File: src/hdl/gld_pkg.sv
// -----------------------------------------------------------------------------
// gld_pkg: shared types and constants for the GIF LZW decoder
// Holds action and status codes, register indices and the controller/datapath command and status structs.
// -----------------------------------------------------------------------------
package gld_pkg;

  localparam int unsigned CODE_W  = 12;
  localparam int unsigned COUNT_W = 27;
  localparam int unsigned MAX_WIDTH = 12;

  typedef enum logic [1:0] {
    ACT_START = 2'd0,
    ACT_BYTE  = 2'd1,
    ACT_PULL  = 2'd2,
    ACT_END   = 2'd3
  } action_t;

  typedef enum logic [2:0] {
    ST_PIXEL     = 3'd0,
    ST_NEED_BYTE = 3'd1,
    ST_TAKEN     = 3'd2,
    ST_DONE_OK   = 3'd3,
    ST_DONE_NONE = 3'd4,
    ST_REJECTED  = 3'd5
  } status_t;

  localparam logic [3:0] REG_MIN_CODE_SIZE = 4'd0;
  localparam logic [3:0] REG_PIXEL_LIMIT   = 4'd1;

  // controller -> datapath
  typedef struct packed {
    logic start;       // image start
    logic take_byte;   // process a data byte
    logic end_data;    // end of data action
    logic read_code;   // extract next code, classify it
    logic walk_start;  // begin string expansion
    logic walk_step;   // one chain step (memory read data valid)
    logic walk_last;   // push root and add entry
    logic pop;         // pop one pixel
  } dp_cmd_t;

  // datapath -> controller
  typedef struct packed {
    logic done;        // decode_done
    logic limit_hit;   // pixel_count >= pixel_limit
    logic stack_empty;
    logic bits_short;  // too few bits held for the code
    logic stream_end;
    logic code_clear;
    logic code_bad;    // end code, invalid, bad size: finish
    logic chain_more;  // current walk pointer still above root
  } dp_stat_t;

endpackage

File: src/hdl/gld_finish.sv
// -----------------------------------------------------------------------------
// gld_finish: finished-status resolution
// Picks status 3 or 4 from the pixel count once decoding has ended.
// -----------------------------------------------------------------------------
module gld_finish (
  input  logic [2:0]  status_in,
  input  logic        done,
  input  logic [26:0] count,
  output logic [2:0]  status_out
);
  always_comb begin
    status_out = status_in;
    if (done && (status_in == gld_pkg::ST_DONE_OK || status_in == gld_pkg::ST_DONE_NONE ||
                 status_in == gld_pkg::ST_NEED_BYTE))
      status_out = (count != 27'd0) ? gld_pkg::ST_DONE_OK : gld_pkg::ST_DONE_NONE;
  end
endmodule

File: config.mk
export PLATFORM = sky130hd
export DESIGN_NAME = gld_finish
export DESIGN_NICKNAME = d
export VERILOG_FILES = /design/src/hdl/gld_pkg.sv /design/src/hdl/gld_finish.sv
export SDC_FILE = /design/constraint.sdc
export NUM_CORES = 1
export LEC_CHECK = 0
export ABC_AREA = 0
export BUFFER_PORTS_ARGS = -buffer_cell sky130_fd_sc_hd__buf_2
export CAP_MARGIN = 10
export CORE_AREA = 8 8 45 47
export DETAILED_ROUTE_END_ITERATION = 7
export DIE_AREA = 0 0 53 55
export PLACE_DENSITY = 0.41
export SLEW_MARGIN = 20
export SYNTH_ARGS = -nofsm -noshare
export SYNTH_HDL_FRONTEND = slang
export SYNTH_SLANG_ARGS = --single-unit
File: constraint.sdc
create_clock -name vclk -period 0.9
set_input_delay 0.045 -clock vclk [all_inputs]
set_output_delay 0.045 -clock vclk [all_outputs]
set_load 0.05 [all_outputs]
Yosys cells after proc, flatten, opt, wreduce, memory -nomap -nowiden

Cells that the tools add are included.

Register bits: 0
Latch bits: 0
RAM bits: 0
ROM bits: 0
Input bits: 31
Output and inout port bits: 3
Logic and storage cells: 9
Memories: 0

Add/sub/neg operators: 0
$mul: 0
Div/mod/pow operators: 0
Order comparisons: 0
Equal/unequal tests: 3
Shift operators: 0
Muxes and demuxes: 2
Bitwise gates (word level): 0
Reduce and logical (&&, ||, !) cells: 4

Operators with widths:

| cell                                                | count |
|---|---|
| nonzero test 27 bit                                 | 1 |
| 2-to-1 mux 3 bit                                    | 2 |
| equality test 3 x 1 -> 1 bit, second input constant | 1 |
| equality test 3 x 2 -> 1 bit, second input constant | 1 |
| equality test 3 bit, second input constant          | 1 |
| logical OR 1 bit                                    | 2 |
| logical AND 1 bit                                   | 1 |

Depth between registers and ports, before layout

Depth after elaboration: 5
Depth in mapped cells: 4
Depth with buffers taken out: 4

Least setup slack after synthesis

OpenSTA, ideal clock, no wires.

Path kind: input-to-output
Start point: in count[1]
End point: out status_out[2]
Arrival: 1029 ps
Data required time: 855 ps
Slack: -174 ps
Cell stages on the path: 4
Cells stage by stage: nor4_1 -> nand4_1 -> o22ai_1 -> and2b_1

Word-level cells in the longest chain between the ends: 3

Ends and longest elaborated chain:

| what                | RTL line         | RTL |
|---|---|---|
| from (decl)         | gld_finish.sv:8  | `input logic [26:0] count,` |
| nonzero test 27 bit | gld_finish.sv:15 | `status_out = (count != 27'd0) ? gld_pkg::ST_DONE_OK : gld_pkg::ST_DONE_NONE;` |
| 2-to-1 mux 3 bit    | gld_finish.sv:15 |  |
| 2-to-1 mux 3 bit    | gld_finish.sv:13 | `if (done && (status_in == gld_pkg::ST_DONE_OK \|\| status_in == gld_pkg::ST_DONE_NONE \|\|` |
| to (decl)           | gld_finish.sv:9  | `output logic [2:0] status_out` |

Every way passes these cells.

Worst setup path after layout

Start point: in count[3]
End point: out status_out[2]

The elaborated chain is that of the path after synthesis.

==> run metrics <==
outcome=finished, violations left; Post-Syn Nets=56; sequential share of the synthesized area=0%; met1 GRT Util=under 10%; largest net degree at the start of global routing=8; Routed Antenna Nets=0; yosys warns=0; fin. max-slew vios=0; Initial DRC Count=0; fraction of layout cells with a size suffix above 1=78.7%; max-cap viol count=0; DRT Pass-1 Iters=1; Final min period=1160 ps; Startpoint Class=input pin; placed cell area=~350 um2; postcts setup bufs=0; clock buf count=0; slew at the pin with the worst max-slew slack=249 ps; Power Density=between 400 and 500 mW/mm2; largest family of logic cells by synthesized area=simple AND/OR/NAND/NOR gates; crit-path max FO=3; Layout Area Growth over Synthesis=269%; Mapped Cells=25; Post-Route WL=1090 um; CP arrival=1110 ps; commonest non-fill, non-tap cell in the layout=buf_2; Reg area=0 um2; gr usage total=7.14%; Vias=360; Seq Cell Count=0; vias in the first global route=419; commonest non-fill, non-tap cells in the layout=buf_2 (25), buf_6 (7), nor4_4 (4), nor3_1 (3); GR peak layer=met2; number of antenna violations at the first check in global routing=0; worst setup margin=-258 ps; Layout Utilization=36.3%; Synth Area in Simple Gates=~68%; critical path capture point type=primary output; Slew headroom=between 80 and 90%; drt via density=roughly 4.7; input/output buffers=34; Die Area=0.00292 mm2; Max VDD drop=~220 uV; Die Ht=55 um; M2 GR Usage=13.3%; Synth Area per Inst=5.46 um2; Antenna diodes=0; post-synthesis xor/xnor area fraction=0%; row cnt=14; post-synthesis cell type count=13; fin nets=94; synthesized cell area=136 um2; mux share of post-synthesis cell area=0%; chip width=53 um; critical path type=in -> out; Final Instance Area=503 um2; CP required=850 ps; adder-cell area share of the yosys netlist=0%; final setup fails=3; # IOs=34; Tcrit/Tclk final=129%; compound-gate portion of the synthesized area=a little over a quarter; final hold violations=0; Residual DRC=0; post-place setup slack=-394 ps; FMAX=863 MHz; RSZ-0062 raised after global routing=yes; total grt overflow=0; wire per inst=14.1 um; CTS Hold Bufs=0; Pleak=0.216 nW; met3 usage=3.48%; Final Total Pwr=roughly 0.24 mW; failing checks=setup timing; first-pass GRT wire length=around 1700 um; total core area=approximately 0.0014 mm2; Placer Congestion=between 0.7 and 0.8; Starting Density=about a tenth; Hold Path Class=in -> out
-- report_power, final --
part / internal (mW) / total, mW / switching, mW
clock network: 0 / 0 / 0
logic: 0.122 / 0.238 / 0.116
registers: 0 / 0 / 0
-- layout make-up --
type / count / area, um2
Multi-Input combinational cell: 23 / 226
Tap cell: 16 / 20.0
Fill cell: 149 / 881
Timing Repair Buffer: 36 / 249
Inverter: 2 / 7.51
-- metal layers --
layer | up-vias | wire length [um]
met1 | 159 | 357
met2 | 28 | 497
met3 | 0 | 233
met4 | 0 | 0
li1 | 173 | -
met5 | - | 0
-- cell usage after synthesis --
library cell	number	area, um2
o21ai_0	2	10.0
o221ai_1	1	8.76
nand2_1	3	11.3
inv_1	2	7.51
nand4_1	1	6.26
o22ai_1	2	12.5
nand3_1	1	5.00
and2b_1	1	7.51
a21oi_1	1	5.00
nor3_1	3	15.0
nor2_1	1	3.75
nor2b_1	1	6.26
nor4_1	6	37.5
-- path summary, 6_finish.rpt --
path | startpoint | endpoint | slack, ps | depth (start not counted)
setup / recovery | count[3] | status_out[2] | -260 | 6
hold / removal | status_in[1] | status_out[1] | 500 | 4
-- logic make-up after synthesis --
family / Yosys count
AOI/OAI and AO/OA: 6
buffers and inverters: 2
and+or+nand+nor: 17
-- metrics by stage --
step / cells / TNS (ps) / hold WS (ps)
2_1_floorplan: 25 / -46.0 / 336
3_3_place_gp: 77 / -1040 / 536
3_5_place_dp: 77 / -1020 / 545
4_1_cts: 77 / -776 / 502
5_1_grt: 77 / -1040 / 552
6_report: 77 / -768 / 502
-- worst max-delay path, stage by stage --
cell and delay, ps:
buf_2 110, nor4_4 240, nand4_1 210, o22ai_2 190, and2b_4 170, buf_8 140
-- timing repair --
| item | in CTS | in global routing |
|---|---|---|
| resized for setup | 20 | 6 |
| setup endpoints to repair | 3 | 3 |
| endpoints found under the hold margin | 0 | 0 |
| pin swaps | 9 | 4 |
Power figures use the tool's default switching activity.
