--- config.mk ---
export PLATFORM = sky130hd
export DESIGN_NAME = gld_controller
export DESIGN_NICKNAME = d
export VERILOG_FILES = /design/src/hdl/gld_pkg.sv /design/src/hdl/gld_controller.sv
export SDC_FILE = /design/constraint.sdc
export NUM_CORES = 1
export LEC_CHECK = 0
export ABC_AREA = 1
export BUFFER_PORTS_ARGS = -buffer_cell sky130_fd_sc_hd__buf_4
export CORE_MARGIN = 4
export CORE_UTILIZATION = 51
export CTS_CLUSTER_DIAMETER = 40
export CTS_CLUSTER_SIZE = 8
export DETAILED_ROUTE_END_ITERATION = 12
export PLACE_DENSITY = 0.83
export SLEW_MARGIN = 20
export SYNTH_ARGS = -nofsm -noshare
export SYNTH_HDL_FRONTEND = slang
export SYNTH_SLANG_ARGS = --single-unit
--- constraint.sdc ---
create_clock -name clk -period 4.2 [get_ports clk]
set_clock_uncertainty 0.15 [all_clocks]
set_input_delay 1.05 -clock clk [delete_from_list [all_inputs] [get_ports clk]]
set_output_delay 1.05 -clock clk [all_outputs]
set_load 0.02 [all_outputs]
--- src/hdl/gld_pkg.sv ---
// -----------------------------------------------------------------------------
// gld_pkg: shared types and constants for the GIF LZW decoder
// Holds action and status codes, register indices and the controller/datapath command and status structs.
// -----------------------------------------------------------------------------
package gld_pkg;

  localparam int unsigned CODE_W  = 12;
  localparam int unsigned COUNT_W = 27;
  localparam int unsigned MAX_WIDTH = 12;

  typedef enum logic [1:0] {
    ACT_START = 2'd0,
    ACT_BYTE  = 2'd1,
    ACT_PULL  = 2'd2,
    ACT_END   = 2'd3
  } action_t;

  typedef enum logic [2:0] {
    ST_PIXEL     = 3'd0,
    ST_NEED_BYTE = 3'd1,
    ST_TAKEN     = 3'd2,
    ST_DONE_OK   = 3'd3,
    ST_DONE_NONE = 3'd4,
    ST_REJECTED  = 3'd5
  } status_t;

  localparam logic [3:0] REG_MIN_CODE_SIZE = 4'd0;
  localparam logic [3:0] REG_PIXEL_LIMIT   = 4'd1;

  // controller -> datapath
  typedef struct packed {
    logic start;       // image start
    logic take_byte;   // process a data byte
    logic end_data;    // end of data action
    logic read_code;   // extract next code, classify it
    logic walk_start;  // begin string expansion
    logic walk_step;   // one chain step (memory read data valid)
    logic walk_last;   // push root and add entry
    logic pop;         // pop one pixel
  } dp_cmd_t;

  // datapath -> controller
  typedef struct packed {
    logic done;        // decode_done
    logic limit_hit;   // pixel_count >= pixel_limit
    logic stack_empty;
    logic bits_short;  // too few bits held for the code
    logic stream_end;
    logic code_clear;
    logic code_bad;    // end code, invalid, bad size: finish
    logic chain_more;  // current walk pointer still above root
  } dp_stat_t;

endpackage

--- src/hdl/gld_controller.sv ---
// -----------------------------------------------------------------------------
// gld_controller: transaction sequencing for the decoder
// Steps code reads, chain walks and pops; builds the result transaction.
// -----------------------------------------------------------------------------
module gld_controller (
  input  logic              clk,
  input  logic              rst_n,
  input  logic              in_valid,
  output logic              in_ready,
  input  logic [1:0]        in_action,
  output logic              out_valid,
  input  logic              out_ready,
  output logic [2:0]        out_status,
  output logic              out_pix_sel,
  output gld_pkg::dp_cmd_t  cmd,
  input  gld_pkg::dp_stat_t stat,
  input  logic              byte_ok
);

  typedef enum logic [3:0] {
    S_IDLE, S_LIMIT, S_READ, S_WSTART, S_WSTEP, S_WWAIT, S_POP, S_POPWAIT, S_DONE, S_OUT
  } state_t;

  state_t      state_r, state_nxt;
  logic [2:0]  status_r, status_nxt;
  logic        sel_r, sel_nxt;
  logic        acc;

  assign in_ready    = (state_r == S_IDLE);
  assign out_valid   = (state_r == S_OUT);
  assign out_status  = status_r;
  assign out_pix_sel = sel_r;
  assign acc = in_valid && in_ready;

  always_comb begin
    state_nxt  = state_r;
    status_nxt = status_r;
    sel_nxt    = sel_r;
    cmd        = '0;
    case (state_r)
      S_IDLE: begin
        if (acc) begin
          sel_nxt = 1'b0;
          state_nxt = S_OUT;
          case (in_action)
            gld_pkg::ACT_START: begin
              cmd.start = 1'b1; status_nxt = gld_pkg::ST_NEED_BYTE;
              state_nxt = S_DONE;
            end
            gld_pkg::ACT_BYTE: begin
              cmd.take_byte = 1'b1;
              status_nxt = byte_ok ? gld_pkg::ST_TAKEN : gld_pkg::ST_REJECTED;
            end
            gld_pkg::ACT_END: begin
              cmd.end_data = 1'b1; status_nxt = gld_pkg::ST_TAKEN;
            end
            default: state_nxt = S_LIMIT;
          endcase
        end
      end
      S_LIMIT: begin
        if (stat.done) state_nxt = S_DONE;
        else if (stat.limit_hit) begin
          cmd.read_code = 1'b1; state_nxt = S_DONE;
        end else if (!stat.stack_empty) state_nxt = S_POP;
        else state_nxt = S_READ;
      end
      S_READ: begin
        if (stat.bits_short || stat.code_clear || stat.code_bad) begin
          cmd.read_code = 1'b1;
          if (stat.bits_short && !stat.stream_end) begin
            status_nxt = gld_pkg::ST_NEED_BYTE; state_nxt = S_OUT;
          end else if (stat.code_clear && !stat.bits_short) state_nxt = S_READ;
          else state_nxt = S_DONE;
        end else begin
          cmd.read_code = 1'b1;
          cmd.walk_start = 1'b1;
          state_nxt = S_WSTART;
        end
      end
      S_WSTART: state_nxt = S_WSTEP;
      S_WSTEP: begin
        if (stat.chain_more) begin
          cmd.walk_step = 1'b1; state_nxt = S_WWAIT;
        end else begin
          cmd.walk_last = 1'b1; state_nxt = S_POP;
        end
      end
      S_WWAIT: state_nxt = S_WSTEP;
      S_POP: state_nxt = S_POPWAIT;   // stack read address settles
      S_POPWAIT: begin
        cmd.pop = 1'b1; sel_nxt = 1'b1;
        status_nxt = gld_pkg::ST_PIXEL; state_nxt = S_OUT;
      end
      S_DONE: begin
        if (status_r != gld_pkg::ST_NEED_BYTE || stat.done)
          status_nxt = (cmd.start || status_r == gld_pkg::ST_NEED_BYTE) ?
                       gld_pkg::ST_DONE_NONE : gld_pkg::ST_DONE_OK;
        state_nxt = S_OUT;
      end
      S_OUT: if (out_ready) state_nxt = S_IDLE;
      default: state_nxt = S_IDLE;
    endcase
  end

  always_ff @(posedge clk) begin
    if (!rst_n) begin
      state_r <= S_IDLE; status_r <= '0; sel_r <= 1'b0;
    end else begin
      state_r <= state_nxt; status_r <= status_nxt; sel_r <= sel_nxt;
    end
  end

endmodule

# Word-level counts from Yosys, hierarchy flattened
# Index checks and enable logic that the tools add are counted.
# totals
reg_bits,8
output_inout_bits,14
# classes
eq_ne,19
muxes,35
reduce_logical,18
# ops
op,n
$pmux W4 S8,1
$mux W4,7
$mux W3,9
$eq A4 B3 Y1 const B,4
$pmux W3 S4,1
$mux W1,11
$pmux W3 S3,1
$eq A4 B2 Y1 const B,2
$eq A4 B4 Y1 const B,2
$pmux W4 S2,1
$ne A2 B2 Y1 const B,3
$reduce_and A6 Y1,1
$reduce_or A2 Y1,3
$eq A4 B1 Y1 const B,1
$logic_not A4 Y1,1
$mux W2,2
$ne A2 B1 Y1 const B,2
$ne A4 B1 Y1 const B,1
$pmux W1 S2,2
$reduce_and A2 Y1,2
$reduce_bool A4 Y1,1
$eq A3 B1 Y1 const B,1
$logic_and A1 B1 Y1,3
$logic_or A1 B1 Y1,3
6 further kinds,7

# Depth between registers and ports, before layout
# Gate-level depths: netlist (run 1).
# depth
depth_word,6
mapped_depth,10
mapped_depth_nobuf,10

# Worst setup path after synthesis (run 1)
# OpenSTA, ideal clock, no wires.
# synth_path
path_kind,in2out
start,in in_action[1]
end,out cmd[6] (netlist bit)
arrival_time_ps,1622
setup_slack_ps,1378
path_stages,4
n_path_buf,0
cell_sequence,inv_1 ha_1 inv_1 nor2_1
# synth_lines
element,line,rtl
from (decl),gld_controller.sv:10,"input logic [1:0] in_action,"
to (decl),gld_controller.sv:15,"output gld_pkg::dp_cmd_t cmd,"

==> flow_summary_export.csv, run 1 <==
group,metric,value,unit
timing,worst_slew_pin_slew,0.327,ns
clock_tree,cts_made_buffers,3,
job,drv_cap,0,
layout,drive_above_1_share,26.7,%
outcome,status,"finished clean",
clock_tree,postCtsHoldBufs,0,
timing,setup_violations,0,
die,rows,13,
global_route,grtUsageMet3,5.08,%
global_route,grt_pass1_wl,3.19,mm
synth,synth_area_per_cell,5.64,um2
pwr,fin_total_pwr,523,uW
layout,multi_input_area,478,um2
synth,seq_area_frac_synth,21.7,%
worst_setup_path,critPathKind,"input port to output port",
synth,ys_ff_latch,8,
synth,async_flop_share,0,%
pwr,powerDensity,532,nW/um2
clock_tree,clock_sinks,8,
worst_setup_path,required,3.00,ns
global_route,grt_pass1_vias,820,
die,die_area,2120,um2
detailed_routing,via_count,870,
global_route,antenna_found_initial,0,
layout,diodes,0,
detailed_routing,first_pass_iters,4,
global_route,grt_max_degree,8,
placed_design,dpl_cell_area,961,um2
placed_design,io_buffers,28,
worst_setup_path,worstPathArrival,1.74,ns
clock_tree,clockBufferDepth,2,
timing,rsz0062_at_grt,"no",
worst_setup_path,crit_path_start_kind,"input port",
worst_setup_path,r2r_cells,8,
global_route,grt_busiest_layer,"met2",
placed_design,dp.final_hpwl,1.61,mm
global_route,grt_overflow,0,
clock_tree,htreeDepth,1,
clock_tree,clk_latency,0.27,ns
placed_design,dp_slack,1.25,ns
timing,relSlewSlack,78.1,%
layout,final_area,983,um2
clock_tree,ctsResizeCount,0,
synth,synth_ff_type,"dfxtp_1",
detailed_routing,wl,1.97,mm
clock_tree,clk_pin_slew,0.05,ns
layout,finalNetCount,182,
die,die_w,46.1,um
timing,period_minus_slack,2.94,ns
layout,nFillCells,125,
timing,fin_crit_sh,70.1,%
die,core_area,1330,um2
timing,maxSlewViolCount,0,
detailed_routing,drc,0,
detailed_routing,drtAntennaViolNets,0,
global_route,use_met1,23.4,%
worst_setup_path,cp-end-kind,"output port",
synth,synth_fp_nets,150,
layout,final-seq-area,160,um2
clock_tree,cts_root_buf,"clkbuf_4",
clock_tree,post_cts_buffers,0,
synth,ys_types,20,
placed_design,place_congestion,0.862,
die,start_util,55.4,%
die,ios,29,
timing,clock.fmax,340,MHz
detailed_routing,wl_per_cell,11.2,um
hold_path,whs_path_depth,2,
pwr,cellLeakagePower,0.561,nW
global_route,grtUsageTotal,20.7,%
global_route,met2_usage,37.1,%
detailed_routing,first_iter_violations,20,
clock_tree,tritoncts,"built",
synth,synth_edf_count,0,
pwr,peakVddDrop,0.357,mV
hold_path,hp-class,"register to register",
layout,syn_to_final_growth,33.0,%
synth,netlist_area,739,um2
timing,fin_tns_setup,0,ns
timing,fin_ws,1.26,ns
worst_setup_path,path_max_fanout,3,
synth,syn_inst,131,
synth,yosysWarnings,0,
die,die_h,46.1,um
timing,hold_viol_final,0,
detailed_routing,via_per_inst,4.94,
path summary, 6_finish.rpt:
path                      from       endpoint  slack (ns)
hold reg to reg    out_pix_sel    out_pix_sel        0.32
setup / recovery  in_action[1]         cmd[6]        1.26
hold / removal     out_pix_sel    out_pix_sel        0.32
setup reg to reg    state_r[0]  out_status[2]        2.67
worst max-delay path, cell delays in order:
cell	delay, ns
buf_4	0.12
inv_1	0.07
ha_1	0.18
inv_1	0.07
nor2_1	0.10
buf_4	0.15
stage by stage:
step	std cells	hold slack [ns]	util (%)
final	176	0.319	73.7
after global routing	176	0.351	73.7
after CTS	176	0.324	73.7
after detailed placement	173	0.307	72.0
after global placement	173	0.309	72.0
after floorplan	131	0.387	-
area by class of cell:
type	instances	share of cell area, %
sequential	8	16.3
inverter	25	9.54
clock buffer	3	2.29
tap	15	1.91
multi-input combinational	97	48.6
timing repair buffer	28	21.4
cells in the final DEF (no fill, tap or decap):
| cell | instances |
|---|---|
| a21oi_1 | 9 |
| a31oi_1 | 1 |
| buf_4 | 28 |
| clkbuf_4 | 3 |
| dfxtp_1 | 8 |
| ha_1 | 4 |
| inv_1 | 24 |
| inv_2 | 1 |
| nand2_1 | 32 |
| nand2_2 | 2 |
| nand3_1 | 6 |
| nand3_2 | 2 |
| nand3b_1 | 1 |
| nand4_1 | 1 |
| nor2_1 | 22 |
| nor2_2 | 6 |
| nor3_1 | 2 |
| o21ai_0 | 6 |
| o31ai_1 | 1 |
| or2_0 | 1 |
| or2_2 | 1 |
power breakdown:
group	switching, mW	total (mW)	internal, mW
logic	0.214	0.339	0.124
registers	0.0226	0.121	0.0985
clock network	0.0303	0.0632	0.0329
per-layer routing:
| layer | vias up | part of all wire, % | routed length [um] |
|---|---|---|---|
| met2 | 22 | 50 | 982 |
| met1 | 374 | 43 | 840 |
| met5 | - | 0 | 0 |
| li1 | 469 | - | - |
| met4 | 0 | 1.2 | 24 |
| met3 | 5 | 6.0 | 117 |
registers in the layout (all words and copies together) (netlist names):
register / count
out_pix_sel: 1
out_status: 3
state_r: 4
synthesized netlist by cell type (all sizes together) (2+ instances only):
library cell,number,share of area [%]
nand2,34,18
nor2,28,16
inv,25,13
a21oi,9,6.1
dfxtp,8,22
nand3,8,6.8
o21ai,6,4.1
ha,4,6.8
nor3,2,1.4
or2,2,1.7
cells by family (layout without fill, tap and decap cells):
logic type	count (synthesis)	after routing	synth area share [%]
compound gates	17	17	12.0
fa+ha+maj	4	4	6.77
flops	8	8	21.7
buf+inv	26	56	13.7
simple gates	76	76	45.9
(Power assumes the default switching activity.)
==> run 2, diff against run 1 <==
--- a/config.mk
+++ b/config.mk
@@ -8,11 +8,11 @@
 export ABC_AREA = 1
 export BUFFER_PORTS_ARGS = -buffer_cell sky130_fd_sc_hd__buf_4
 export CORE_MARGIN = 4
-export CORE_UTILIZATION = 51
+export CORE_UTILIZATION = 47
 export CTS_CLUSTER_DIAMETER = 40
 export CTS_CLUSTER_SIZE = 8
 export DETAILED_ROUTE_END_ITERATION = 12
-export PLACE_DENSITY = 0.83
+export PLACE_DENSITY = 0.78
 export SLEW_MARGIN = 20
 export SYNTH_ARGS = -nofsm -noshare
 export SYNTH_HDL_FRONTEND = slang
==> constraint.sdc (replaced) <==
create_clock -name clk -period 3 [get_ports clk]
set_clock_uncertainty 0.15 [all_clocks]
set_input_delay 0.75 -clock clk [delete_from_list [all_inputs] [get_ports clk]]
set_output_delay 0.75 -clock clk [all_outputs]
set_load 0.02 [all_outputs]
==> run 2 against run 1 <==
Against the previous run:
- register-to-register slack worse by 1.1 ns
- combinational power up 40%
- clock power up 40%
- clock-buffer cell count unchanged
- largest power group unchanged
==> flow_summary_export.csv, run 2 (same netlist as run 1, synthesis figures left out) <==
group,metric,value,unit
outcome,status,"finished clean",
global_route,grtUsageTotal,20.3,%
layout,finalNonFillerCells,177,
clock_tree,clock_sinks,8,
pwr,cellLeakagePower,0.561,nW
die,start_util,49.7,%
timing,fin_crit_sh,79.3,%
clock_tree,cts_root_buf,"clkbuf_4",
worst_setup_path,crit_path_start_kind,"register",
detailed_routing,drc,0,
clock_tree,clockBufferDepth,2,
clock_tree,cts_made_buffers,3,
worst_setup_path,cp-end-kind,"output port",
timing,period_minus_slack,2.38,ns
global_route,grt_pass1_wl,3.20,mm
detailed_routing,wl_per_cell,11.3,um
detailed_routing,via_per_inst,4.85,
timing,rsz0062_at_grt,"no",
hold_path,whs_path_depth,2,
worst_setup_path,worstPathArrival,1.48,ns
placed_design,dp.cells,174,
timing,fin_tns_setup,0,ns
worst_setup_path,path_max_fanout,5,
die,die_area,2270,um2
worst_setup_path,r2r_start,"state_r[0]",
hold_path,hp-class,"register to register",
layout,largest_register_ffs,4,
die,core_area,1490,um2
clock_tree,clk_latency,0.26,ns
worst_setup_path,reg2reg_slack,1.54,ns
layout,mostFrequentLayoutCell,"nand2_1",
layout,finalNetCount,182,
global_route,grt_max_degree,8,
die,die_h,47.7,um
placed_design,io_buffers,28,
placed_design,place_congestion,0.840,
detailed_routing,first_iter_violations,14,
die,die_w,47.7,um
timing,worst_slew_pin_slew,0.295,ns
detailed_routing,drtAntennaViolNets,0,
timing,hold_viol_final,0,
global_route,antenna_found_initial,0,
hold_path,min_to,"out_pix_sel",
pwr,peakVddDrop,0.471,mV
global_route,grt_overflow,0,
detailed_routing,via_count,859,
clock_tree,ctsResizeCount,0,
timing,whs,0.317,ns
timing,maxSlewViolCount,0,
job,drv_cap,0,
global_route,grt_pass1_vias,804,
timing,clock.fmax,421,MHz
layout,drive_above_1_share,26.7,%
die,rows,14,
layout,syn_to_final_growth,33.2,%
worst_setup_path,r2r_cells,8,
timing,setup_violations,0,
timing,relSlewSlack,80.1,%
worst_setup_path,critPathKind,"register to output port",
worst_setup_path,required,2.10,ns
layout,mostFrequentLayoutCells,"32 x nand2_1, 28 x buf_4, 24 x inv_1",
detailed_routing,wl,2.01,mm
layout,regMostFlops,"state_r",
clock_tree,post_cts_buffers,0,
worst_setup_path,worstReg2RegEnd,"out_status[1]",
clock_tree,postCtsHoldBufs,0,
layout,diodes,0,
die,ios,29,
pwr,powerDensity,742,nW/um2
clock_tree,tritoncts,"built",
hold_path,min-delay-start,"out_pix_sel",
placed_design,dp.final_hpwl,1.69,mm
detailed_routing,first_pass_iters,4,
clock_tree,clk_pin_slew,0.06,ns
clock_tree,htreeDepth,1,
-- run 2: cell counts in the layout (fill, tap and decap cells not counted) --
Identical to the previous run, type by type.
-- run 2: worst max-delay path by stage --
stage	start	to	slack, ns	cells past startpoint
2_1_floorplan	in_action[1]	cmd[6]	0.78	4
3_3_place_gp	in_action[1]	cmd[6]	0.70	6
3_5_place_dp	in_action[1]	cmd[6]	0.64	6
4_1_cts	state_r[0]	cmd[5]	0.60	6
5_1_grt	state_r[0]	cmd[5]	0.41	6
6_report	state_r[0]	cmd[7]	0.62	6
-- run 2: where the power goes --
part           total, mW  switching [mW]  internal (mW)
combinational      0.473           0.299          0.174
sequential         0.169          0.0311          0.138
clock             0.0883          0.0421         0.0462
total              0.730           0.372          0.358
-- run 2: worst max-delay path: stages (launching register included) --
cell     delay [ns]
dfxtp_1        0.35
nor2_1         0.24
nand2_1        0.16
inv_1          0.10
nand2_1        0.11
nor2_1         0.11
buf_4          0.15
-- run 2: final cells by class --
class / count / area (um2)
multi-input cells: 97 / 478
well taps: 16 / 20.0
repair buffers: 28 / 210
fillers: 155 / 504
inverters: 25 / 93.8
flip-flops and latches: 8 / 160
clock buffers: 3 / 22.5
-- run 2: metrics by stage --
step	power, mW	setup slack (ns)	util [%]	cell area (um2)
after global placement	0.635	0.698	64.6	962
after detailed placement	0.646	0.637	64.6	962
after CTS	0.736	0.603	66.1	985
final	0.730	0.622	66.1	985
after global routing	0.813	0.407	66.1	985
after floorplan	0.504	0.778	-	739
-- run 2: layer usage --
layer	global-route usage, %	wire length (um)
met5	0	0
met4	8.06	21
met3	5.64	132
met2	35.8	1010
met1	22.8	840
