[src/hdl/gld_pkg.sv]
// -----------------------------------------------------------------------------
// gld_pkg: shared types and constants for the GIF LZW decoder
// Holds action and status codes, register indices and the controller/datapath command and status structs.
// -----------------------------------------------------------------------------
package gld_pkg;

  localparam int unsigned CODE_W  = 12;
  localparam int unsigned COUNT_W = 27;
  localparam int unsigned MAX_WIDTH = 12;

  typedef enum logic [1:0] {
    ACT_START = 2'd0,
    ACT_BYTE  = 2'd1,
    ACT_PULL  = 2'd2,
    ACT_END   = 2'd3
  } action_t;

  typedef enum logic [2:0] {
    ST_PIXEL     = 3'd0,
    ST_NEED_BYTE = 3'd1,
    ST_TAKEN     = 3'd2,
    ST_DONE_OK   = 3'd3,
    ST_DONE_NONE = 3'd4,
    ST_REJECTED  = 3'd5
  } status_t;

  localparam logic [3:0] REG_MIN_CODE_SIZE = 4'd0;
  localparam logic [3:0] REG_PIXEL_LIMIT   = 4'd1;

  // controller -> datapath
  typedef struct packed {
    logic start;       // image start
    logic take_byte;   // process a data byte
    logic end_data;    // end of data action
    logic read_code;   // extract next code, classify it
    logic walk_start;  // begin string expansion
    logic walk_step;   // one chain step (memory read data valid)
    logic walk_last;   // push root and add entry
    logic pop;         // pop one pixel
  } dp_cmd_t;

  // datapath -> controller
  typedef struct packed {
    logic done;        // decode_done
    logic limit_hit;   // pixel_count >= pixel_limit
    logic stack_empty;
    logic bits_short;  // too few bits held for the code
    logic stream_end;
    logic code_clear;
    logic code_bad;    // end code, invalid, bad size: finish
    logic chain_more;  // current walk pointer still above root
  } dp_stat_t;

endpackage

[src/hdl/gld_lzw_top_wrap.sv]
// -----------------------------------------------------------------------------
// gld_cfg_regs: configuration register file
// Holds min_code_size and pixel_limit, written through the cfg port.
// -----------------------------------------------------------------------------
module gld_cfg_regs (
  input  logic        clk,
  input  logic        rst_n,
  input  logic        cfg_we,
  input  logic [3:0]  cfg_index,
  input  logic [26:0] cfg_wdata,
  output logic [3:0]  min_code_size,
  output logic [26:0] pixel_limit
);
  logic [3:0]  mcs_r;
  logic [26:0] lim_r;
  always_ff @(posedge clk) begin
    if (!rst_n) begin
      mcs_r <= 4'd8; lim_r <= 27'd65536;
    end else if (cfg_we) begin
      if (cfg_index == gld_pkg::REG_MIN_CODE_SIZE) mcs_r <= cfg_wdata[3:0];
      if (cfg_index == gld_pkg::REG_PIXEL_LIMIT)   lim_r <= cfg_wdata;
    end
  end
  assign min_code_size = mcs_r;
  assign pixel_limit   = lim_r;
endmodule

[config.mk]
export PLATFORM = sky130hd
export DESIGN_NAME = gld_cfg_regs
export DESIGN_NICKNAME = d
export VERILOG_FILES = /design/src/hdl/gld_pkg.sv /design/src/hdl/gld_lzw_top_wrap.sv
export SDC_FILE = /design/constraint.sdc
export NUM_CORES = 1
export LEC_CHECK = 0
export BUFFER_PORTS_ARGS = -buffer_cell sky130_fd_sc_hd__buf_2
export CORE_MARGIN = 4
export CORE_UTILIZATION = 44
export DETAILED_ROUTE_END_ITERATION = 6
export GPL_TIMING_DRIVEN = 0
export PLACE_DENSITY_LB_ADDON = 0.15
export SLEW_MARGIN = 20
export SYNTH_ARGS = -nofsm -noshare
export SYNTH_HDL_FRONTEND = slang
export SYNTH_SLANG_ARGS = --single-unit
export TNS_END_PERCENT = 50
[constraint.sdc]
create_clock -name clk -period 1.3 [get_ports clk]
set_input_delay 0.195 -clock clk [delete_from_list [all_inputs] [get_ports clk]]
set_output_delay 0.195 -clock clk [all_outputs]
set_load 0.05 [all_outputs]
Word-level counts from Yosys, hierarchy flattened

Index checks and enable logic that the tools add are counted.

Input port bits: 34
Word-level logic and storage cells: 6
Output and inout bits: 31
Bits in registers: 31

Equality and inequality tests: 1
Reduce and logical (&&, ||, !) cells: 3

Operator list:

| cell                                           | count |
|---|---|
| == test 4 x 1 -> 1 bit (second input constant) | 1 |
| zero test 4 bit                                | 1 |
| AND reduction 2 bit                            | 2 |

Longest topological paths before layout

Gate-level depths: netlist of run 1.

Depth in word-level cells: 2
Mapped depth: 5
Depth with buffers taken out: 3

Worst setup path after synthesis of run 1

Ideal clock, no wire load.

Path type: in2reg
From: in cfg_index[3]
To: reg lim_r[10] (netlist: pixel_limit[10])
Path slack: 0.259 ns
Library setup time: 0.072 ns
Stages on the path: 5
Path buffers: 2
Data required time: 1.228 ns
Arrival time: 0.969 ns
Cells stage by stage: nor2_1 and4b_4 buf_12 buf_12 mux2i_1

Cells in the longest elaborated chain, start to end: 2

RTL lines:

| element                       | line                   | source |
|---|---|---|
| start, declared               | gld_lzw_top_wrap.sv:9  | `input logic [3:0] cfg_index,` |
| == test 4 x 1 -> 1 bit        | gld_lzw_top_wrap.sv:21 | `if (cfg_index == gld_pkg::REG_PIXEL_LIMIT) lim_r <= cfg_wdata;` |
| AND reduction 2 bit (no line) | -                      |  |
| end signal, assigned          | gld_lzw_top_wrap.sv:21 |  |
| end, declared                 | gld_lzw_top_wrap.sv:15 | `logic [26:0] lim_r;` |

Every way passes these cells.
A chain may end at the register's enable or synchronous reset.

Worst setup path after layout of run 1

From: reg lim_r[26] (netlist: pixel_limit[26])
To: out pixel_limit[26]

RTL lines:

| element       | line                   | source |
|---|---|---|
| end, declared | gld_lzw_top_wrap.sv:12 | `output logic [26:0] pixel_limit` |

No word-level cell between the ends.

==> flow_summary.toml, run 1 <==
[cts]
cts.reportedPaths.clkPinSlew_ns = 0.08
clock_latency_ns = 0.32
cts_max_level = 2
post_cts.repair.setup_buffers = 0
clk_sink_count = 31
cts.repair.resized = 0
tritoncts.num_buffers = 5
cts_tree = "done"
ctsLongestPathBuffers = 2
cts-root-buf = "sky130_fd_sc_hd__clkbuf_4"
cts-hold-fix-buffers = 0

[grt]
grt_overflow = 0
grt.met2_usage = 0.306
grt_util_met1 = 0.188
via_count_of_the_first_global_routing_pass = 1167
groute.layer.met3.usage = 0.0558
grt_first_pass_wirelength_mm = 4.84
grt_antenna_before_repair = 0
global_route.usage.total = 0.174
gr-max-usage-layer = "met2"
grt_max_degree = 11

[worst_setup_path]
critPathMaxFanout = 2
worst-endpoint-required_ns = 1.11
critical-path-slowest-cell = "sky130_fd_sc_hd__dfxtp_1"
worstRegToRegCells = 2
critical_path_class = "reg2out"
critPathArrivalTime_ns = 0.94
cp.buffers_inverters = 1
worst_setup_path_end_kind = "output pin"
timing.critical_path.from_type = "flip-flop"
worst-path-stages = 1
crit_family = "flip-flops"
critPathMaxStageDelay_ns = 0.35
crit_path_cells = "buf_2"

[power]
totalPowerFinal_w = 0.00164
seq_power_share = 0.589
portion_of_total_power_attributed_to_combinational_logic = 0.120
power.density_cell_area_nw_per_um2 = 977
net-switching-power_w = 0.000410
cell_internal_pwr_w = 0.00123
power.share.clock = 0.291
vdd_ir_drop_max_uv = 759
p_leak_nw = 0.770
power_switching_share = 0.250

[layout]
layout-drive-gt1-share = 0.373
number_of_inserted_filler_cells_in_the_final_layout = 270
syn_to_final_growth_pct = 30.8
finished_cell_area_sq_um = 1680
sequential_cell_area_sq_um = 621
antenna_cells_inserted = 0
numnets_final = 239
total_area_of_multi_input_combinational_cells_sq_um = 569
finalCoreUtilization = 0.604

[place]
placed_area_sq_um = 1640
numPortBuffers = 63
post-dp-hpwl_mm = 2.36
globalplace.congestion = 0.693
detailedPlace.worstSlack_ns = 0.0275

[timing]
max_freq_mhz = 880
timing.final.setup_violations = 0
min_period_over_period = 0.874
finalCriticalPeriod_ns = 1.14
hold_viol = 0
final-max-slew-violation-count = 0
totalNegativeSetupSlack_ns = 0
relSlewSlack = 0.706
worst-slew-pin-transition_ns = 0.441
unrepaired_setup_endpoints_after_global_routing = "false"
worst_clock_skew_ns = 0
postLayoutSetupSlackWorst_ns = 0.164

[die]
top_level_ports = 65
row_count = 19
starting_utilization_of_the_core_area = 0.462
die_h_um = 62.0
total_die_area_sq_um = 3850
die_x_um = 62.0
fp.coreArea_sq_um = 2780

[synthesis]
synth_seq_area_share = 0.483
number_of_flops_mapped_to_enable_cells_by_yosys = 0
synth_area_per_cell_sq_um = 9.52
synth_cell_types = 11
yosysTopAreaCellShare = 0.483
mapped_cell_area_sq_um = 1280
synth_fp_nets = 169
post_synth_inst_count = 135
synth_seq_cells = 31
synth_most_common_cell = "sky130_fd_sc_hd__nand2_1"
async_reset_ff_frac = 0
yosysTopAreaCell = "sky130_fd_sc_hd__dfxtp_1"
yosys_most_used_dff = "sky130_fd_sc_hd__dfxtp_1"
yosysWarningCount = 0
synth_commonest_cells = "55 x sky130_fd_sc_hd__nand2_1, 31 x sky130_fd_sc_hd__dfxtp_1, 31 x sky130_fd_sc_hd__mux2i_1, 4 x sky130_fd_sc_hd__clkbuf_1, 4 x sky130_fd_sc_hd__nor2b_1"
biggest_area_contributors_in_the_synthesized_netlist = "sky130_fd_sc_hd__dfxtp_1 48%, sky130_fd_sc_hd__mux2i_1 24%, sky130_fd_sc_hd__nand2_1 16%"

[routing]
drt_pass1_iterations = 4
routed_wirelength_mm = 3.05
route.antenna.remaining_nets = 0
drc_errors = 0
number_of_drc_violations_after_detailed_routing_iteration_0 = 58
wire_per_inst_um = 13.0
post_drt_via_cell_ratio = 4.84
vias = 1138

[min_path]
worst_hold_path_stage_count = 3
worst_hold_path_type = "in2reg"

[run]
maxCapViolCount = 0

[outcome]
outcome = "finished, final reports clean"
## cell usage in the layout, fill, tap and decap left out
cell type,netlist,routed
sky130_fd_sc_hd__and4b_4,1,1
sky130_fd_sc_hd__buf_12,3,3
sky130_fd_sc_hd__buf_2,3,66
sky130_fd_sc_hd__clkbuf_1,4,5
sky130_fd_sc_hd__clkbuf_2,1,1
sky130_fd_sc_hd__clkbuf_4,0,5
sky130_fd_sc_hd__dfxtp_1,31,31
sky130_fd_sc_hd__mux2i_1,31,31
sky130_fd_sc_hd__nand2_1,55,55
sky130_fd_sc_hd__nor2_1,1,1
sky130_fd_sc_hd__nor2b_1,4,4
sky130_fd_sc_hd__nor4bb_1,1,1
## worst reg2reg max path: stages, from the launching register on
cell	delay, ns
sky130_fd_sc_hd__dfxtp_1	0.35
sky130_fd_sc_hd__nand2_1	0.05
sky130_fd_sc_hd__mux2i_1	0.16
## path summary, 6_finish.rpt
kind | start | endpoint | slack (ns)
hold reg to reg | pixel_limit[19] | pixel_limit[19] | 0.45
setup / recovery | pixel_limit[26] | pixel_limit[26] | 0.16
hold / removal | cfg_wdata[19] | pixel_limit[19] | 0.11
setup reg to reg | pixel_limit[26] | pixel_limit[26] | 0.66
## state kept, by name (all words and copies together) (netlist names)
register       count
pixel_limit       27
min_code_size      4
## power by group through the flow
stage	logic [W]	clock network (W)	registers, W
4_1_cts	0.000199	0.000509	0.000967
3_3_place_gp	0.000191	0	0.000988
3_5_place_dp	0.000198	0	0.000989
6_report	0.000196	0.000478	0.000967
5_1_grt	0.000216	0.000550	0.000969
2_1_floorplan	0.0000761	0	0.00103
## stage by stage
stage / hold slack [ns] / instances
floorplan: 0.337 / 135
global placement: 0.439 / 229
detailed placement: 0.445 / 229
CTS: 0.0984 / 235
global route: 0.104 / 235
finish: 0.112 / 235
## per-layer routing
layer  up-vias  wire (um)
li1        567          -
met1       526       1160
met2        38       1610
met3         7        234
met4         0         49
met5         -          0
## kinds of logic (layout without fill, tap and decap cells)
logic type,after synthesis,in the layout,synth area share
buffers and inverters,11,80,0.0740
DFF,31,31,0.483
and+or+nand+nor,62,62,0.202
muxes,31,31,0.241
## final cells by class
cell class,instances,share of cell area
Multi-Input combinational cell,93,0.339
Sequential cell,31,0.369
Timing Repair Buffer,63,0.188
Tap cell,31,0.0231
Buffer,11,0.0566
Clock buffer,6,0.0246
Power figures use the tool's default switching activity.
==> run 2: changes to the inputs <==
==> constraint.sdc (replaced) <==
create_clock -name clk -period 1.14 [get_ports clk]
set_input_delay 0.171 -clock clk [delete_from_list [all_inputs] [get_ports clk]]
set_output_delay 0.171 -clock clk [all_outputs]
set_load 0.05 [all_outputs]
==> run 2 against run 1 <==
First-iteration DRC count up 3.4%. Worst hold slack worse by 0.023 ns. Die area unchanged. Largest power group unchanged. Sequential power up 14%. Critical path type unchanged.
==> flow_summary.toml, run 2 (same netlist as run 1, synthesis figures left out) <==
[cts]
cts.reportedPaths.clkPinSlew_ns = 0.08
cts_tree = "done"
clock_latency_ns = 0.32
ctsLongestPathBuffers = 2
post_cts.repair.setup_buffers = 0
cts_max_level = 2
clk_sink_count = 31
cts-hold-fix-buffers = 0
cts-root-buf = "sky130_fd_sc_hd__clkbuf_4"
tritoncts.num_buffers = 5

[die]
top_level_ports = 65
row_count = 19
die_x_um = 62.0
starting_utilization_of_the_core_area = 0.462
die_h_um = 62.0
fp.coreArea_sq_um = 2780
total_die_area_sq_um = 3850

[routing]
drt_pass1_iterations = 4
vias = 1139
wire_per_inst_um = 13.1
post_drt_via_cell_ratio = 4.85
route.antenna.remaining_nets = 0
drc_errors = 0
number_of_drc_violations_after_detailed_routing_iteration_0 = 60
routed_wirelength_mm = 3.07

[worst_setup_path]
timing.rr.end = "pixel_limit[26]"
worstRegToRegCells = 2
worst-r2r-setup-slack_ns = 0.49
timing.critical_path.from_type = "flip-flop"
worst_setup_path_end_kind = "output pin"
crit_path_cells = "buf_2"
beginning_of_the_worst_register_to_register_path = "pixel_limit[26]"
crit_family = "flip-flops"
critPathMaxFanout = 2
critical-path-slowest-cell = "sky130_fd_sc_hd__dfxtp_1"
critPathMaxStageDelay_ns = 0.35
cp.buffers_inverters = 1
critical_path_class = "reg2out"
worst-endpoint-required_ns = 0.97
critPathArrivalTime_ns = 0.93

[layout]
antenna_cells_inserted = 0
number_of_inserted_filler_cells_in_the_final_layout = 271
numnets_final = 239
finalCoreUtilization = 0.621
sequential_cell_area_sq_um = 621
layout-drive-gt1-share = 0.373
syn_to_final_growth_pct = 34.5
total_area_of_multi_input_combinational_cells_sq_um = 569
finished_cell_area_sq_um = 1730
mostFrequentLayoutCells = "55 x sky130_fd_sc_hd__nand2_1, 47 x sky130_fd_sc_hd__buf_2, 31 x sky130_fd_sc_hd__mux2i_1, 31 x sky130_fd_sc_hd__dfxtp_1, 23 x sky130_fd_sc_hd__clkbuf_4"
final_common_cell = "sky130_fd_sc_hd__nand2_1"
largest_reg_flops = 27

[grt]
grt_max_degree = 11
global_route.usage.total = 0.174
grt_overflow = 0
grt_antenna_before_repair = 0
via_count_of_the_first_global_routing_pass = 1167
grt_first_pass_wirelength_mm = 4.84

[timing]
worst-slew-pin-transition_ns = 0.455
finalCriticalPeriod_ns = 1.10
hold_viol = 0
min_period_over_period = 0.965
worst_clock_skew_ns = 0
relSlewSlack = 0.697
finalHoldWorstSlack_ns = 0.0896
timing.final.setup_violations = 0
final-max-slew-violation-count = 0
max_freq_mhz = 909

[min_path]
origin_of_the_worst_min_delay_path = "cfg_wdata[19]"
hold_critical_path_endpoint = "pixel_limit[19]"
worst_hold_path_stage_count = 3
worst_hold_path_type = "in2reg"

[power]
totalPowerFinal_w = 0.00188
vdd_ir_drop_max_uv = 871
power.density_cell_area_nw_per_um2 = 1090
p_leak_nw = 0.761

[place]
numPortBuffers = 63
globalplace.congestion = 0.693
post-dp-hpwl_mm = 2.36
placed_area_sq_um = 1640

[outcome]
outcome = "finished, final reports clean"

[run]
maxCapViolCount = 0
[run 2: changes by cell type in the layout (fill, tap and decap cells not counted)]
cell | previous run | this run
sky130_fd_sc_hd__buf_2 | 66 | 47
sky130_fd_sc_hd__buf_4 | 0 | 1
sky130_fd_sc_hd__clkbuf_4 | 5 | 23
[run 2: final cells by class]
type | instances | area share
multi-input cells | 93 | 0.329
clock buffers | 6 | 0.0239
plain buffers | 11 | 0.0550
flip-flops and latches | 31 | 0.359
repair buffers | 63 | 0.210
well taps | 31 | 0.0224
[run 2: per-layer routing]
layer | share of wire | wire (um) | up-vias | GRT usage
met5 | 0 | 0 | - | 0
met4 | 0.016 | 48 | 0 | 0.0788
met3 | 0.076 | 232 | 7 | 0.0558
met2 | 0.53 | 1630 | 40 | 0.306
met1 | 0.38 | 1160 | 524 | 0.188
li1 | - | - | 568 | -
[run 2: what timing repair did]
action,in CTS,in global routing
cloned,0,0
gates resized for setup,1,18
endpoints found under the setup margin,1,18
[run 2: where the power goes]
| group | internal, W | switching (W) | leakage (nW) |
|---|---|---|---|
| Combinational | 0.0000935 | 0.000135 | 0.486 |
| Sequential | 0.00110 | 0.00000703 | 0.250 |
| Clock | 0.000219 | 0.000331 | 0.0242 |
| Total | 0.00141 | 0.000472 | 0.761 |
[run 2: worst max-delay path by stage]
stage                                start               end  slack (ns)  cells after the start
final                      pixel_limit[20]   pixel_limit[20]        0.04                      1
after global routing      min_code_size[3]  min_code_size[3]      -0.003                      1
after CTS                  pixel_limit[18]   pixel_limit[18]        0.01                      1
after detailed placement      cfg_index[3]   pixel_limit[18]       -0.11                      6
after global placement        cfg_index[3]   pixel_limit[21]       -0.03                      6
after floorplan               cfg_index[3]   pixel_limit[10]        0.12                      5
[run 2: through the flow]
stage / worst slack [ns] / TNS [ns] / instances
2_1_floorplan: 0.123 / 0 / 135
3_3_place_gp: -0.0282 / -0.474 / 229
3_5_place_dp: -0.109 / -1.54 / 229
5_1_grt: -0.00318 / -0.00456 / 235
4_1_cts: 0.0117 / 0 / 235
6_report: 0.0395 / 0 / 235
==> run 3: changes to the inputs <==
--- a/config.mk
+++ b/config.mk
@@ -7,7 +7,7 @@
 export LEC_CHECK = 0
 export BUFFER_PORTS_ARGS = -buffer_cell sky130_fd_sc_hd__buf_2
 export CORE_MARGIN = 4
-export CORE_UTILIZATION = 44
+export CORE_UTILIZATION = 40
 export DETAILED_ROUTE_END_ITERATION = 6
 export GPL_TIMING_DRIVEN = 0
 export PLACE_DENSITY_LB_ADDON = 0.15
@@ -15,4 +15,4 @@
 export SYNTH_ARGS = -nofsm -noshare
 export SYNTH_HDL_FRONTEND = slang
 export SYNTH_SLANG_ARGS = --single-unit
-export TNS_END_PERCENT = 50
+export TNS_END_PERCENT = 100
==> constraint.sdc (replaced) <==
create_clock -name clk -period 0.9 [get_ports clk]
set_input_delay 0.135 -clock clk [delete_from_list [all_inputs] [get_ports clk]]
set_output_delay 0.135 -clock clk [all_outputs]
set_load 0.05 [all_outputs]
==> run 3 against run 2 <==
The run now ends with negative setup slack left. Routed wire length is 7.4% higher. Cell area is 24% higher. Core utilization is 8.1 points higher. Final cell count is 10% higher. Clock power is 65% higher. Worst hold slack worse by 0.048 ns. Clock skew stayed put. Register-to-register slack worse by 0.33 ns. Largest cell class is now buffers.
==> flow_summary.toml, run 3 (same netlist as run 1, synthesis figures left out) <==
[min_path]
worst_hold_path_type = "in2reg"
hold_critical_path_endpoint = "pixel_limit[11]"
origin_of_the_worst_min_delay_path = "cfg_wdata[11]"
worst_hold_path_stage_count = 3

[grt]
grt_overflow = 0
via_count_of_the_first_global_routing_pass = 1238
grt_antenna_before_repair = 0
grt_max_degree = 11
grt_first_pass_wirelength_mm = 5.14
global_route.usage.total = 0.161

[layout]
finalCoreUtilization = 0.702
final_common_cell = "sky130_fd_sc_hd__nand2_1"
layout-drive-gt1-share = 0.553
instances_no_fill = 259
numnets_final = 248
largest_reg_flops = 27
finished_cell_area_sq_um = 2140
number_of_inserted_filler_cells_in_the_final_layout = 255
antenna_cells_inserted = 0
syn_to_final_growth_pct = 66.9
mostFrequentLayoutCells = "55 x sky130_fd_sc_hd__nand2_1, 35 x sky130_fd_sc_hd__buf_2, 31 x sky130_fd_sc_hd__mux2i_1, 31 x sky130_fd_sc_hd__dfxtp_2, 30 x sky130_fd_sc_hd__buf_8"

[routing]
vias = 1190
post_drt_via_cell_ratio = 4.59
wire_per_inst_um = 12.7
number_of_drc_violations_after_detailed_routing_iteration_0 = 35
route.antenna.remaining_nets = 0
drc_errors = 0
drt_pass1_iterations = 4
routed_wirelength_mm = 3.30

[place]
numPortBuffers = 63
placed_area_sq_um = 1660
post-dp-hpwl_mm = 2.38
globalplace.congestion = 0.705
place_inst = 242
detailedPlace.worstSlack_ns = -0.296

[cts]
cts_max_level = 2
cts-root-buf = "sky130_fd_sc_hd__clkbuf_4"
cts.reportedPaths.clkPinSlew_ns = 0.09
cts_tree = "done"
clk_sink_count = 31
ctsLongestPathBuffers = 2
cts-hold-fix-buffers = 0
tritoncts.num_buffers = 5
clock_latency_ns = 0.32

[worst_setup_path]
critPathArrivalTime_ns = 0.83
cp.buffers_inverters = 1
timing.rr.end = "min_code_size[2]"
crit_path_cells = "buf_8"
worst-endpoint-required_ns = 0.76
beginning_of_the_worst_register_to_register_path = "min_code_size[2]"
worst-r2r-setup-slack_ns = 0.16
crit_family = "flip-flops"
critical-path-slowest-cell = "sky130_fd_sc_hd__dfxtp_2"
worstRegToRegCells = 3
worst_setup_path_end_kind = "output pin"
critPathMaxStageDelay_ns = 0.36
timing.critical_path.from_type = "flip-flop"
critical_path_class = "reg2out"
critPathMaxFanout = 2

[die]
fp.coreArea_sq_um = 3050
top_level_ports = 65
row_count = 20
die_h_um = 64.7
total_die_area_sq_um = 4180
die_x_um = 64.7
starting_utilization_of_the_core_area = 0.421

[timing]
worst-slew-pin-transition_ns = 0.464
timing.final.setup_violations = 31
hold_viol = 0
worst_clock_skew_ns = 0
postLayoutSetupSlackWorst_ns = -0.0690
relSlewSlack = 0.691
unrepaired_setup_endpoints_after_global_routing = "true"
finalCriticalPeriod_ns = 0.969
min_period_over_period = 1.08
final-max-slew-violation-count = 0
max_freq_mhz = 1030

[power]
vdd_ir_drop_max_uv = 1150
power.density_cell_area_nw_per_um2 = 1230
p_leak_nw = 0.906
totalPowerFinal_w = 0.00265

[run]
maxCapViolCount = 0

[outcome]
outcome = "complete, but fails checks"
violations = "negative setup slack"
run 3: cell types whose count changed in the layout (fill, tap and decap cells not counted), sizes merged:
cell	before	now
clkbuf	29	13
buf	51	78
run 3: repair_timing:
| item | in CTS | in global routing |
|---|---|---|
| buffers inserted | 2 | 7 |
| resized for setup | 112 | 11 |
| hold endpoints to repair | 0 | 0 |
| setup endpoints to repair | 31 | 31 |
run 3: worst max-delay path by stage:
stage                            to  slack (ns)            start  depth (start not counted)
detailed placement   pixel_limit[8]       -0.30     cfg_index[3]                          6
CTS                  pixel_limit[5]       -0.08   pixel_limit[5]                          1
floorplan           pixel_limit[10]       -0.04     cfg_index[1]                          4
global route         pixel_limit[3]       -0.12   pixel_limit[3]                          1
global placement    pixel_limit[10]       -0.22     cfg_index[3]                          6
finish              pixel_limit[14]       -0.07  pixel_limit[14]                          1
run 3: stage by stage:
| step | TNS (ns) | hold slack (ns) |
|---|---|---|
| 5_1_grt | -3.27 | 0.0214 |
| 6_report | -1.81 | 0.0415 |
| 4_1_cts | -2.06 | 0.0338 |
| 2_1_floorplan | -0.844 | 0.277 |
| 3_3_place_gp | -5.30 | 0.384 |
| 3_5_place_dp | -6.06 | 0.394 |
run 3: area by class of cell:
cell class	instances	area, sq um	area share
timing repair buffer	72	689	0.321
sequential	31	659	0.307
multi-input combinational	93	577	0.269
buffer	11	95.1	0.0443
clock buffer	8	68.8	0.0321
tap	44	55.1	0.0257
run 3: worst min-delay path, cell delays in order:
cell                      delay (ns)
sky130_fd_sc_hd__buf_2          0.10
sky130_fd_sc_hd__nand2_1        0.05
sky130_fd_sc_hd__mux2i_1        0.06
run 3: where the power goes:
| part | leakage (nW) | internal (W) | total, W | switching [W] |
|---|---|---|---|---|
| combinational | 0.603 | 0.000155 | 0.000331 | 0.000177 |
| clock | 0.0386 | 0.000459 | 0.000908 | 0.000449 |
| sequential | 0.264 | 0.00139 | 0.00141 | 0.0000158 |
run 3: per-layer routing:
layer / up-vias / global-route usage / routed length (um)
met3: 6 / 0.0745 / 213
met4: 0 / 0.0580 / 39
met2: 36 / 0.298 / 1780
met1: 554 / 0.155 / 1260
met5: - / 0 / 0
li1: 594 / - / -
